<file path="src/rtl/core/pfd_pkg.sv">
// types and constants of the packet fifo with duplicate filter
// no dependencies
`timescale 1ns / 1ps

package pfd_pkg;

   localparam int SRC_W   = 18;
   localparam int TIME_W  = 30;
   localparam int CNT_W   = 7;
   localparam int LIMIT_W = 7;
   localparam int FUNC_W  = 2;
   localparam int GROUP_W = 8;
   localparam int CSR_AW  = 3;
   localparam int CSR_DW  = 32;

   localparam logic [LIMIT_W-1:0] LIMIT_RESET = 7'd64;
   localparam logic [CNT_W-1:0]   CNT_MAX     = 7'd127;

   localparam logic [FUNC_W-1:0] FUNC_ADD     = 2'd0;
   localparam logic [FUNC_W-1:0] FUNC_FORWARD = 2'd1;
   localparam logic [FUNC_W-1:0] FUNC_COUNT   = 2'd2;

   // word index of the limit register
   localparam logic REG_LIMIT = 1'b0;

   typedef struct packed {
      logic [SRC_W-1:0]  src;
      logic [SRC_W-1:0]  dst;
      logic [TIME_W-1:0] ts;
   } pkt_type;

   typedef struct packed {
      logic sample;   // latch compare flags
      logic shift;    // take neighbor's entry
   } cell_ctl_type;

   typedef struct packed {
      logic             done;
      logic             dup;
      logic [CNT_W-1:0] count;
   } tally_res_type;

endpackage

</file>
<file path="src/rtl/core/pfd_tally.sv">
// walks the cell flags eight at a time: or of duplicate flags and a
// saturating count of range hits; uses pfd_pkg
`timescale 1ns / 1ps

module pfd_tally import pfd_pkg::*; #(
   parameter int CAPACITY = 64
) (
   input  logic                clock,
   input  logic                reset,
   input  logic                start,
   input  logic [CAPACITY-1:0] dup_vec,
   input  logic [CAPACITY-1:0] hit_vec,
   output tally_res_type       res
);

   localparam int NGRP = (CAPACITY + GROUP_W - 1) / GROUP_W;
   localparam int GW   = (NGRP > 1) ? $clog2(NGRP) : 1;
   localparam int PADW = NGRP * GROUP_W;
   localparam int PW   = $clog2(PADW);

   logic [GW-1:0]      grp_ff, grp_in;
   logic               busy_ff, busy_in;
   logic               done_ff, done_in;
   logic               dup_ff, dup_in;
   logic [CNT_W-1:0]   acc_ff, acc_in;
   logic [PADW-1:0]    dup_pad, hit_pad;
   logic [PW-1:0]      base;
   logic [GROUP_W-1:0] hit_grp, dup_grp;
   logic [3:0]         pop;
   logic [CNT_W:0]     sum;
   logic               last;

   always_comb begin
      dup_pad = '0;
      hit_pad = '0;
      dup_pad[CAPACITY-1:0] = dup_vec;
      hit_pad[CAPACITY-1:0] = hit_vec;
      base    = PW'({grp_ff, 3'b000});
      hit_grp = hit_pad[base +: GROUP_W];
      dup_grp = dup_pad[base +: GROUP_W];
      pop = '0;
      for (int b = 0; b < GROUP_W; b++) begin
         pop = pop + 4'(hit_grp[b]);
      end
      sum  = {1'b0, acc_ff} + (CNT_W + 1)'(pop);
      last = (grp_ff == GW'(NGRP - 1));

      grp_in  = grp_ff;
      busy_in = busy_ff;
      done_in = 1'b0;
      dup_in  = dup_ff;
      acc_in  = acc_ff;
      if (start) begin
         grp_in  = '0;
         busy_in = 1'b1;
         dup_in  = 1'b0;
         acc_in  = '0;
      end else if (busy_ff) begin
         dup_in = dup_ff | (|dup_grp);
         // count saturates at the top of the result field
         acc_in = (sum > (CNT_W + 1)'(CNT_MAX)) ? CNT_MAX : sum[CNT_W-1:0];
         if (last) begin
            busy_in = 1'b0;
            done_in = 1'b1;
         end else begin
            grp_in = grp_ff + 1'b1;
         end
      end
   end

   always_ff @(posedge clock) begin
      if (reset) begin
         busy_ff <= 1'b0;
         done_ff <= 1'b0;
      end else begin
         busy_ff <= busy_in;
         done_ff <= done_in;
      end
      grp_ff <= grp_in;
      dup_ff <= dup_in;
      acc_ff <= acc_in;
   end

   assign res.done  = done_ff;
   assign res.dup   = dup_ff;
   assign res.count = acc_ff;

endmodule

</file>
<file path="config.mk">
export PLATFORM = sky130hd
export DESIGN_NAME = pfd_tally
export DESIGN_NICKNAME = d
export VERILOG_FILES = /design/src/rtl/core/pfd_pkg.sv /design/src/rtl/core/pfd_tally.sv
export SDC_FILE = /design/constraint.sdc
export NUM_CORES = 1
export LEC_CHECK = 0
export BUFFER_PORTS_ARGS = -buffer_cell sky130_fd_sc_hd__buf_2
export CAP_MARGIN = 10
export CORE_MARGIN = 5
export CORE_UTILIZATION = 30
export CTS_CLUSTER_SIZE = 16
export DETAILED_ROUTE_END_ITERATION = 12
export PLACE_DENSITY_LB_ADDON = 0.15
export SLEW_MARGIN = 25
export SYNTH_ARGS = -nofsm -noshare
export SYNTH_HDL_FRONTEND = slang
export SYNTH_SLANG_ARGS = --single-unit
export TNS_END_PERCENT = 20
</file>
<file path="constraint.sdc">
create_clock -name clock -period 5.9 [get_ports clock]
set_input_delay 1.18 -clock clock [delete_from_list [all_inputs] [get_ports clock]]
set_output_delay 1.18 -clock clock [all_outputs]
set_load 0.005 [all_outputs]
</file>
==> metrics <==
outcome=finished, final reports clean; reg2reg setup slack=1.35 ns; CTS root buffer=clkbuf_8; P_int=292 uW; diode count=0; share of cells above drive strength 1=0.558; H-Tree Depth=1; Register Area=260 um2; Rel. slew slack=0.406; Switching Fraction=0.355; final instance area=2250 um2; total leakage power=0.00109 uW; Comb pwr share=0.572; die area=6420 um2; Die Y=80.1 um; starting density of the core=0.310; Hold Worst Slack=0.473 ns; Required @ worst endpoint=6.03 ns; Critical Path AT=4.74 ns; Worst Setup Start Kind=primary input; clock slew at reported path FFs=0.05 ns; Chip Width=80.1 um; Clock Skew=0.00215 ns; CP max stage delay=0.46 ns; Critical Path Sink Type=flop; Post-synth EDFFs=0; worst r2r path cells=15; reg2reg end=acc_ff[4]$_SDFFE_PP0P_; count of pins over their slew limit=0; ys async rst share=0; Worst Hold Class=flop to flop; Min-Delay Startpoint=dup_ff$_SDFFE_PP0P_; Synth Register Bits=13; CTS tree=yes; WL final=5280 um; crit-path cells=buf_2, mux4_2, mux2i_1, fa_1, inv_1, fa_1, inv_1, fa_1, fa_1, nor2b_1, o21ai_1, a21boi_1, o211ai_1, mux2_2; fin crit share=0.781; TritonRoute pass-1 iters=4; reg2reg start=grp_ff[1]$_SDFFE_PP0P_; sum of negative setup slack=0 ns; Primary FF master, synth=dfxtp_1; input/output buffers=139; Vias/cell=4.89; commonest non-fill, non-tap cell in the layout=buf_2; GPL Wtd Cong=0.850; # setup viols final=0; Initial DRC Count=27; commonest cells after routing, fill and taps aside=buf_2 (139), nor4_1 (17), dfxtp_1 (13), nor2_1 (11); min cycle time layout=4.61 ns; Crit path max-delay family=adder cells; CTS Buffer Depth=2; initial antenna violation count=0; core area=4750 um2; part of the Yosys area used for sequential elements=0.176; max cap viols=0; Std-Cell Rows=25; power per standard cell area=201 nW/um2; global-route usage over all layers=0.160; worst slew pin tran=0.889 ns; multi-input logic area=1130 um2; CP dominant cell by count=fa_1; Clk Latency, worst-skew pair=0.24 ns; final hold viol count=0; Hold Path Sink=dup_ff$_SDFFE_PP0P_; sw power=161 uW; Num CTS Buffers=3; Setup CP Type=primary input to flop; hold buffer count at CTS=0; post-CTS setup buffers=0; Syn Nets=287; Mean Syn Cell Area=10.3 um2; largest net degree at the start of global routing=24; gr ovfl total=0; first-pass GRT wire length=8030 um; Mapped Cells=143; Fillers=489; worst-path maximum fanout=4; RSZ-0062 raised after global routing=no; clock share of power=0.176; number of global-route vias before repair=1,823; Reg power frac=0.252; post-route ant nets=0; post-synthesis cell type count=35; maximum VDD drop=0.0849 mV; Bufs and invs on worst path=3; Max Freq=217 MHz; # IOs=140; Vias=1,688; wire per inst=15.3 um; Power Total=453 uW; worst hold stages=2; Area Overhead vs Synth=52.7%; Mapped Area=1480 um2; Crit-path slowest cell=mux4_2; placed cell area=2210 um2; final net count=423; # DRC=0; post-CTS sizing=0; clock net sink count=13; DP HPWL=4750 um; Synth warnings=0
## worst min-delay path, stage by stage (launching register included)
cell      delay, ns
dfxtp_1        0.33
nand2b_1       0.06
nand3_1        0.06
## power groups by stage
stage | logic [uW] | clock network [uW] | registers, uW
2_1_floorplan | 184 | 0 | 108
3_3_place_gp | 255 | 0 | 116
3_5_place_dp | 263 | 0 | 117
4_1_cts | 264 | 82.8 | 115
5_1_grt | 299 | 87.2 | 117
6_report | 259 | 79.7 | 114
## final cells by class
type	count	area share
multi-input cells	112	0.500
repair buffers	140	0.312
flip-flops and latches	13	0.116
well taps	67	0.0372
clock buffers	4	0.0200
inverters	9	0.0150
## worst max path at each step
stage / from / slack, ns / to / cells past startpoint
floorplan: hit_vec[56] / 1.35 / acc_ff[5]$_SDFFE_PP0P_ / 13
global placement: hit_vec[24] / 1.10 / acc_ff[5]$_SDFFE_PP0P_ / 14
detailed placement: hit_vec[24] / 1.0 / acc_ff[5]$_SDFFE_PP0P_ / 14
CTS: hit_vec[24] / 1.26 / acc_ff[5]$_SDFFE_PP0P_ / 14
global route: grp_ff[1]$_SDFFE_PP0P_ / 0.99 / acc_ff[4]$_SDFFE_PP0P_ / 15
finish: hit_vec[24] / 1.29 / acc_ff[5]$_SDFFE_PP0P_ / 14
## routing by layer
| metal | global-route usage | up-vias | wire length (um) |
|---|---|---|---|
| met4 | 0.0405 | 0 | 65 |
| met1 | 0.198 | 767 | 1990 |
| met3 | 0.0291 | 6 | 352 |
| met2 | 0.283 | 77 | 2870 |
| li1 | - | 838 | - |
| met5 | 0 | - | 0 |
## synth_stat cells (2+ instances only)
| master | count | share of area |
|---|---|---|
| a21oi_1 | 7 | 0.024 |
| a31oi_1 | 2 | 0.0085 |
| buf_2 | 2 | 0.0068 |
| buf_4 | 3 | 0.015 |
| clkbuf_1 | 2 | 0.0051 |
| dfxtp_1 | 13 | 0.18 |
| fa_1 | 5 | 0.068 |
| ha_1 | 8 | 0.068 |
| inv_1 | 9 | 0.023 |
| mux2_4 | 2 | 0.020 |
| mux2i_1 | 9 | 0.061 |
| mux4_1 | 7 | 0.12 |
| mux4_2 | 9 | 0.14 |
| nand2_1 | 3 | 0.0076 |
| nand3_1 | 6 | 0.020 |
| nand4_1 | 4 | 0.017 |
| nor2_1 | 11 | 0.028 |
| nor2b_1 | 4 | 0.017 |
| nor4_1 | 17 | 0.072 |
| o21ai_0 | 2 | 0.0068 |
| o21ai_1 | 2 | 0.0068 |
| xnor2_1 | 3 | 0.018 |
## registers in the layout (all words and copies together), names as in the netlist
signal   cells
dup_ff       1
acc_ff       7
done_ff      1
grp_ff       3
busy_ff      1
## cell families after synthesis
family | after synthesis | share of synthesized area
adders and majority gates | 13 | 0.136
buffers and inverters | 18 | 0.0602
DFF | 13 | 0.176
xor gates and xnor gates | 3 | 0.0178
and+or+nand+nor | 50 | 0.187
AOI/OAI and AO/OA | 18 | 0.0721
muxes | 28 | 0.351
## stage by stage
stage           util  std cells  setup slack (ns)
6_report       0.474        345              1.29
5_1_grt        0.474        345             0.993
4_1_cts        0.474        345              1.26
3_5_place_dp   0.464        341             0.997
3_3_place_gp   0.464        341              1.10
2_1_floorplan      -        143              1.35
Power figures use the tool's default switching activity.
