$ cat config.mk
export PLATFORM = sky130hd
export DESIGN_NAME = pfd_cell
export DESIGN_NICKNAME = d
export VERILOG_FILES = /design/src/rtl/core/pfd_pkg.sv /design/src/rtl/core/pfd_cell.sv
export SDC_FILE = /design/constraint.sdc
export NUM_CORES = 1
export LEC_CHECK = 0
export BUFFER_PORTS_ARGS = -buffer_cell sky130_fd_sc_hd__buf_2
export CORE_AREA = 2 2 127 129
export DETAILED_ROUTE_END_ITERATION = 6
export DIE_AREA = 0 0 129 131
export SLEW_MARGIN = 25
export SYNTH_ARGS = -nofsm -noshare
export SYNTH_HDL_FRONTEND = slang
export SYNTH_SLANG_ARGS = --single-unit
$ cat constraint.sdc
create_clock -name clock -period 2.5 [get_ports clock]
set_input_delay 0.25 -clock clock [delete_from_list [all_inputs] [get_ports clock]]
set_output_delay 0.25 -clock clock [all_outputs]
set_load 0.01 [all_outputs]
$ cat src/rtl/core/pfd_pkg.sv
// types and constants of the packet fifo with duplicate filter
// no dependencies
`timescale 1ns / 1ps

package pfd_pkg;

   localparam int SRC_W   = 18;
   localparam int TIME_W  = 30;
   localparam int CNT_W   = 7;
   localparam int LIMIT_W = 7;
   localparam int FUNC_W  = 2;
   localparam int GROUP_W = 8;
   localparam int CSR_AW  = 3;
   localparam int CSR_DW  = 32;

   localparam logic [LIMIT_W-1:0] LIMIT_RESET = 7'd64;
   localparam logic [CNT_W-1:0]   CNT_MAX     = 7'd127;

   localparam logic [FUNC_W-1:0] FUNC_ADD     = 2'd0;
   localparam logic [FUNC_W-1:0] FUNC_FORWARD = 2'd1;
   localparam logic [FUNC_W-1:0] FUNC_COUNT   = 2'd2;

   // word index of the limit register
   localparam logic REG_LIMIT = 1'b0;

   typedef struct packed {
      logic [SRC_W-1:0]  src;
      logic [SRC_W-1:0]  dst;
      logic [TIME_W-1:0] ts;
   } pkt_type;

   typedef struct packed {
      logic sample;   // latch compare flags
      logic shift;    // take neighbor's entry
   } cell_ctl_type;

   typedef struct packed {
      logic             done;
      logic             dup;
      logic [CNT_W-1:0] count;
   } tally_res_type;

endpackage

$ cat src/rtl/core/pfd_cell.sv
// one slot of the packet chain: holds an entry, shifts toward the head,
// compares itself against the current query; uses pfd_pkg
`timescale 1ns / 1ps

module pfd_cell import pfd_pkg::*; (
   input  logic              clock,
   input  cell_ctl_type      ctl,
   input  logic              load,
   input  pkt_type           new_pkt,
   input  pkt_type           nbr_pkt,
   input  logic              held,
   input  pkt_type           query,
   input  logic [TIME_W-1:0] t_lo,
   input  logic [TIME_W-1:0] t_hi,
   output pkt_type           entry,
   output logic              dup,
   output logic              hit
);

   pkt_type entry_ff, entry_in;
   logic    dup_ff, dup_in;
   logic    hit_ff, hit_in;

   always_comb begin
      entry_in = entry_ff;
      if (load) begin
         entry_in = new_pkt;
      end else if (ctl.shift) begin
         entry_in = nbr_pkt;
      end
      dup_in = dup_ff;
      hit_in = hit_ff;
      if (ctl.sample) begin
         dup_in = held && (entry_ff == query);
         hit_in = held && (entry_ff.dst == query.dst) &&
                  (entry_ff.ts >= t_lo) && (entry_ff.ts <= t_hi);
      end
   end

   always_ff @(posedge clock) begin
      entry_ff <= entry_in;
      dup_ff   <= dup_in;
      hit_ff   <= hit_in;
   end

   assign entry = entry_ff;
   assign dup   = dup_ff;
   assign hit   = hit_ff;

endmodule

==> impl_table.tex <==
\begin{tabular}{lr}
\hline
Metric & Value \\
\hline
\multicolumn{2}{l}{\textbf{Setup path}} \\
\quad Cell Chain, Critical Path & ha\_1, a21oi\_2, nand2\_1, a221o\_1, a2111oi\_2, o211a\_1, o2111a\_1 \\
\quad Critical Path Start Type & register \\
\quad Crit path DAT & $\sim$2500 ps \\
\quad CP max FO & 4 \\
\quad Slowest Stage Delay on Critical Path & approximately 440 ps \\
\quad Buffering stage count on the worst path with inverters included & 0 \\
\quad Critical path class & reg -> reg \\
\quad Master of the slowest instance on the critical path & sky130\_fd\_sc\_hd\_\_edfxtp\_1 \\
\quad Critical path's top delay family & compound AO/OA/AOI/OAI gates \\
\quad CP endpoint kind & register \\
\quad Req. time, crit path & 2700 ps \\
\multicolumn{2}{l}{\textbf{Synth}} \\
\quad Top cell type by total area after synthesis & sky130\_fd\_sc\_hd\_\_edfxtp\_1 \\
\quad Post-synthesis area per instance & around 11 um\^{}2 \\
\quad Multiplexer share of the synthesized area & $\sim$15\% \\
\quad Count of state elements after synthesis & 68 \\
\quad Area fraction of the dominant cell type after synthesis & 40.5\% \\
\quad Cell area after synthesis & between 5000 and 6000 um\^{}2 \\
\quad Share of synthesized area occupied by flip-flops and latches & around two fifths \\
\quad Post-synthesis share of cell area spent on full adders, half adders and majority gates & 14.9\% \\
\quad Synthesized Nets & between 700 and 800 \\
\quad Cell types with the largest area share after synthesis & sky130\_fd\_sc\_hd\_\_edfxtp\_1 (41\%), sky130\_fd\_sc\_hd\_\_ha\_1 (15\%), sky130\_fd\_sc\_hd\_\_mux2\_2 (15\%) \\
\quad Yosys warns & 0 \\
\quad Number of enable-type register cells in the synthesized netlist & about 70 \\
\quad Synthesized-area fraction occupied by ao, oa, aoi and oai cells & 6.53\% \\
\quad Number of cells produced by synthesis & approximately 440 \\
\quad Simple-Gate Fraction of Synth Area & 6.92\% \\
\quad Top post-synthesis cells by count & sky130\_fd\_sc\_hd\_\_edfxtp\_1 (68), sky130\_fd\_sc\_hd\_\_mux2\_2 (66), sky130\_fd\_sc\_hd\_\_inv\_1 (63) \\
\quad Predominant post-synthesis flop cell & sky130\_fd\_sc\_hd\_\_edfxtp\_1 \\
\quad Dominant combinational cell family by area after synthesis & adder cells \\
\quad Xor and xnor area share after synthesis & 11.1\% \\
\quad Cell variety after synth & 33 \\
\quad Leading cell type by number of instances after synthesis & sky130\_fd\_sc\_hd\_\_edfxtp\_1 \\
\quad Async S/R FF share, synth & 0\% \\
\multicolumn{2}{l}{\textbf{Timing}} \\
\quad Slack of the critical path & 223 ps \\
\quad Timing-limited maximum frequency & $\sim$440 MHz \\
\quad Post-route fraction of the period consumed by the critical path & 91.1\% \\
\quad Clock skew after layout & between 5 and 6 ps \\
\quad RSZ-0062 raised after global routing & false \\
\quad Setup Total Neg Slack & 0 ps \\
\quad Worst-case hold slack & 174 ps \\
\quad Final number of max-transition violations & 0 \\
\quad Final Hold Viols & 0 \\
\quad Number of setup violations in the final report & 0 \\
\quad Transition time of the tightest slew-check pin & about 690 ps \\
\quad Worst-case headroom to the max-slew limit & between 50\% and 60\% \\
\quad Minimum clock period after layout & about 2300 ps \\
\multicolumn{2}{l}{\textbf{Clocking}} \\
\quad Number of buffers on the longest clock path & 2 \\
\quad Total of hold buffers inserted after clock tree synthesis & 0 \\
\quad Clk root buf & sky130\_fd\_sc\_hd\_\_clkbuf\_16 \\
\quad Post-CTS Repair Setup Buffers & 0 \\
\quad Htree depth & 3 \\
\quad Clock-pin slew on the worst setup and hold paths & roughly 60 ps \\
\quad Post-CTS resize count & 0 \\
\quad Clock tree from TritonCTS & built \\
\quad Clock Sink Count & a little under 70 \\
\quad Number of buffers created by CTS & 9 \\
\quad Clock latency on the worst-skew pair & $\sim$330 ps \\
\multicolumn{2}{l}{\textbf{Power and ir drop}} \\
\quad Seq pwr share & 37.8\% \\
\quad Worst vdd rail ir drop & 0.353 mV \\
\quad Net load switching power & 1150 uW \\
\quad Internal power of the cells & between 2000 and 3000 uW \\
\quad Static power due to leakage & between 0.003 and 0.004 uW \\
\quad Switching power share of the total & around 28\% \\
\quad Power share of the combinational group & 25.7\% \\
\quad Areal power density over the cells & about 560 nW/um\^{}2 \\
\quad Share of total power in the clock network & a little over a third \\
\multicolumn{2}{l}{\textbf{Die}} \\
\quad Die Wd & about 130 um \\
\quad Top-level I/O count & between 300 and 400 \\
\quad Starting Density & about a third \\
\quad DIE AREA & about 17000 um\^{}2 \\
\quad Core ar. & 15600 um\^{}2 \\
\quad Die span in y & 131 um \\
\quad Number of rows in the core area & 46 \\
\multicolumn{2}{l}{\textbf{Placement}} \\
\quad RePlAce Congestion & 0.840 \\
\quad PortBufs & 330 \\
\quad Pre-CTS setup slack & just over 200 ps \\
\quad Dpl hpwl & about 15 mm \\
\multicolumn{2}{l}{\textbf{Cells and area}} \\
\quad Area growth syn-to-layout & 44.9\% \\
\quad Fraction of layout cells with a size suffix above 1 & around 53\% \\
\quad Net count, final & around 1100 \\
\multicolumn{2}{l}{\textbf{Run}} \\
\quad Count of max-cap constraint violations & 0 \\
\multicolumn{2}{l}{\textbf{GRT}} \\
\quad Pin count of the biggest net entering global routing & 42 \\
\quad Number of global-route vias before repair & 4745 \\
\quad Overflow left after global routing & 0 \\
\quad Initial antenna violation count & 1 \\
\quad Overall global routing resource usage & approximately a fifth \\
\quad Global-route wire length before repair & between 20 and 30 mm \\
\multicolumn{2}{l}{\textbf{Detailed routing}} \\
\quad Number of DRC markers after the initial detailed-route iteration & 120 \\
\quad Via/cell ratio & between 4 and 5 \\
\quad Detailed-route wire length & roughly 17 mm \\
\quad First-pass iteration count of the detailed router & 7 \\
\quad Drt wl/cell & between 15 and 20 um \\
\quad Routed Antenna Nets & 0 \\
\quad Routed via count & 4632 \\
\quad Number of remaining DRC errors & 0 \\
\multicolumn{2}{l}{\textbf{Run status}} \\
\quad Outcome & completed \\
\multicolumn{2}{l}{\textbf{Min path}} \\
\quad Class of the most critical hold timing path & in -> reg \\
\hline
\end{tabular}
logic make-up after synthesis:
kind of cell | Yosys count
flops | 68
mux | 66
buf+inv | 70
simple gates | 65
compound gates | 48
xor+xnor | 64
fa+ha+maj | 60
layout make-up:
class	instances	area [um^2]
clock inverter	6	114
multi-input combinational	303	2740
timing repair buffer	334	1680
inverter	63	236
sequential	68	2040
clock buffer	9	225
tap	216	270
fill	1568	8290
antenna	1	2.50
metrics by stage:
| stage | cell area [um^2] | util [%] | std cells | power [uW] |
|---|---|---|---|---|
| global route | 7310 | 46.8 | 1000 | 4300 |
| CTS | 7300 | 46.8 | 999 | 4130 |
| detailed placement | 6970 | 44.7 | 984 | 2620 |
| finish | 7310 | 46.8 | 1000 | 4060 |
| global placement | 6970 | 44.7 | 984 | 2610 |
| floorplan | 5040 | - | 441 | 2090 |
final timing paths:
path,start,end,slack [ps],cells after the start
hold / removal,ctl[1],dup$_DFFE_PP_,170,1
setup reg to reg,entry[4]$_DFFE_PP_,hit$_DFFE_PP_,220,7
setup / recovery,entry[4]$_DFFE_PP_,hit$_DFFE_PP_,220,7
hold reg to reg,entry[63]$_DFFE_PP_,dup$_DFFE_PP_,820,3
registers in the layout (all words and copies together) (netlist names):
name   cells
dup        1
entry     66
hit        1
layer usage:
| metal | global-route usage, % | vias to the layer above | routed length (um) |
|---|---|---|---|
| met5 | 0 | - | 0 |
| met4 | 6.46 | 0 | 261 |
| met1 | 22.9 | 2120 | 6740 |
| met2 | 37.7 | 206 | 9100 |
| met3 | 3.79 | 16 | 1090 |
| li1 | - | 2290 | - |
power by group through the flow:
stage	clock, uW	combinational, uW	sequential (uW)
2_1_floorplan	0	499	1590
3_3_place_gp	0	1050	1560
3_5_place_dp	0	1050	1570
4_1_cts	1520	1060	1540
5_1_grt	1570	1180	1560
6_report	1480	1050	1540
cell usage in the layout (no fill, tap or decap), types with 2 or more instances in the layout:
master                       synthesis  layout
sky130_fd_sc_hd__buf_2               3     330
sky130_fd_sc_hd__edfxtp_1           68      68
sky130_fd_sc_hd__mux2_2             66      66
sky130_fd_sc_hd__inv_1              63      63
sky130_fd_sc_hd__ha_1               60      60
sky130_fd_sc_hd__xnor2_1            32      32
sky130_fd_sc_hd__xor2_1             32      32
sky130_fd_sc_hd__nand4_1            23      23
sky130_fd_sc_hd__a21oi_1            21      21
sky130_fd_sc_hd__nor4_1             10      10
sky130_fd_sc_hd__nand2_1            10      10
sky130_fd_sc_hd__nand3_1             9       9
sky130_fd_sc_hd__clkbuf_16           0       9
sky130_fd_sc_hd__nor2_1              8       8
sky130_fd_sc_hd__a21o_1              7       7
sky130_fd_sc_hd__buf_4               0       4
sky130_fd_sc_hd__o221ai_1            3       3
sky130_fd_sc_hd__nor3_1              3       3
sky130_fd_sc_hd__a211oi_1            3       3
sky130_fd_sc_hd__bufinv_16           0       3
sky130_fd_sc_hd__a21boi_0            2       2
sky130_fd_sc_hd__o21ai_0             2       2
sky130_fd_sc_hd__clkinvlp_4          0       2
(Power assumes the default switching activity.)
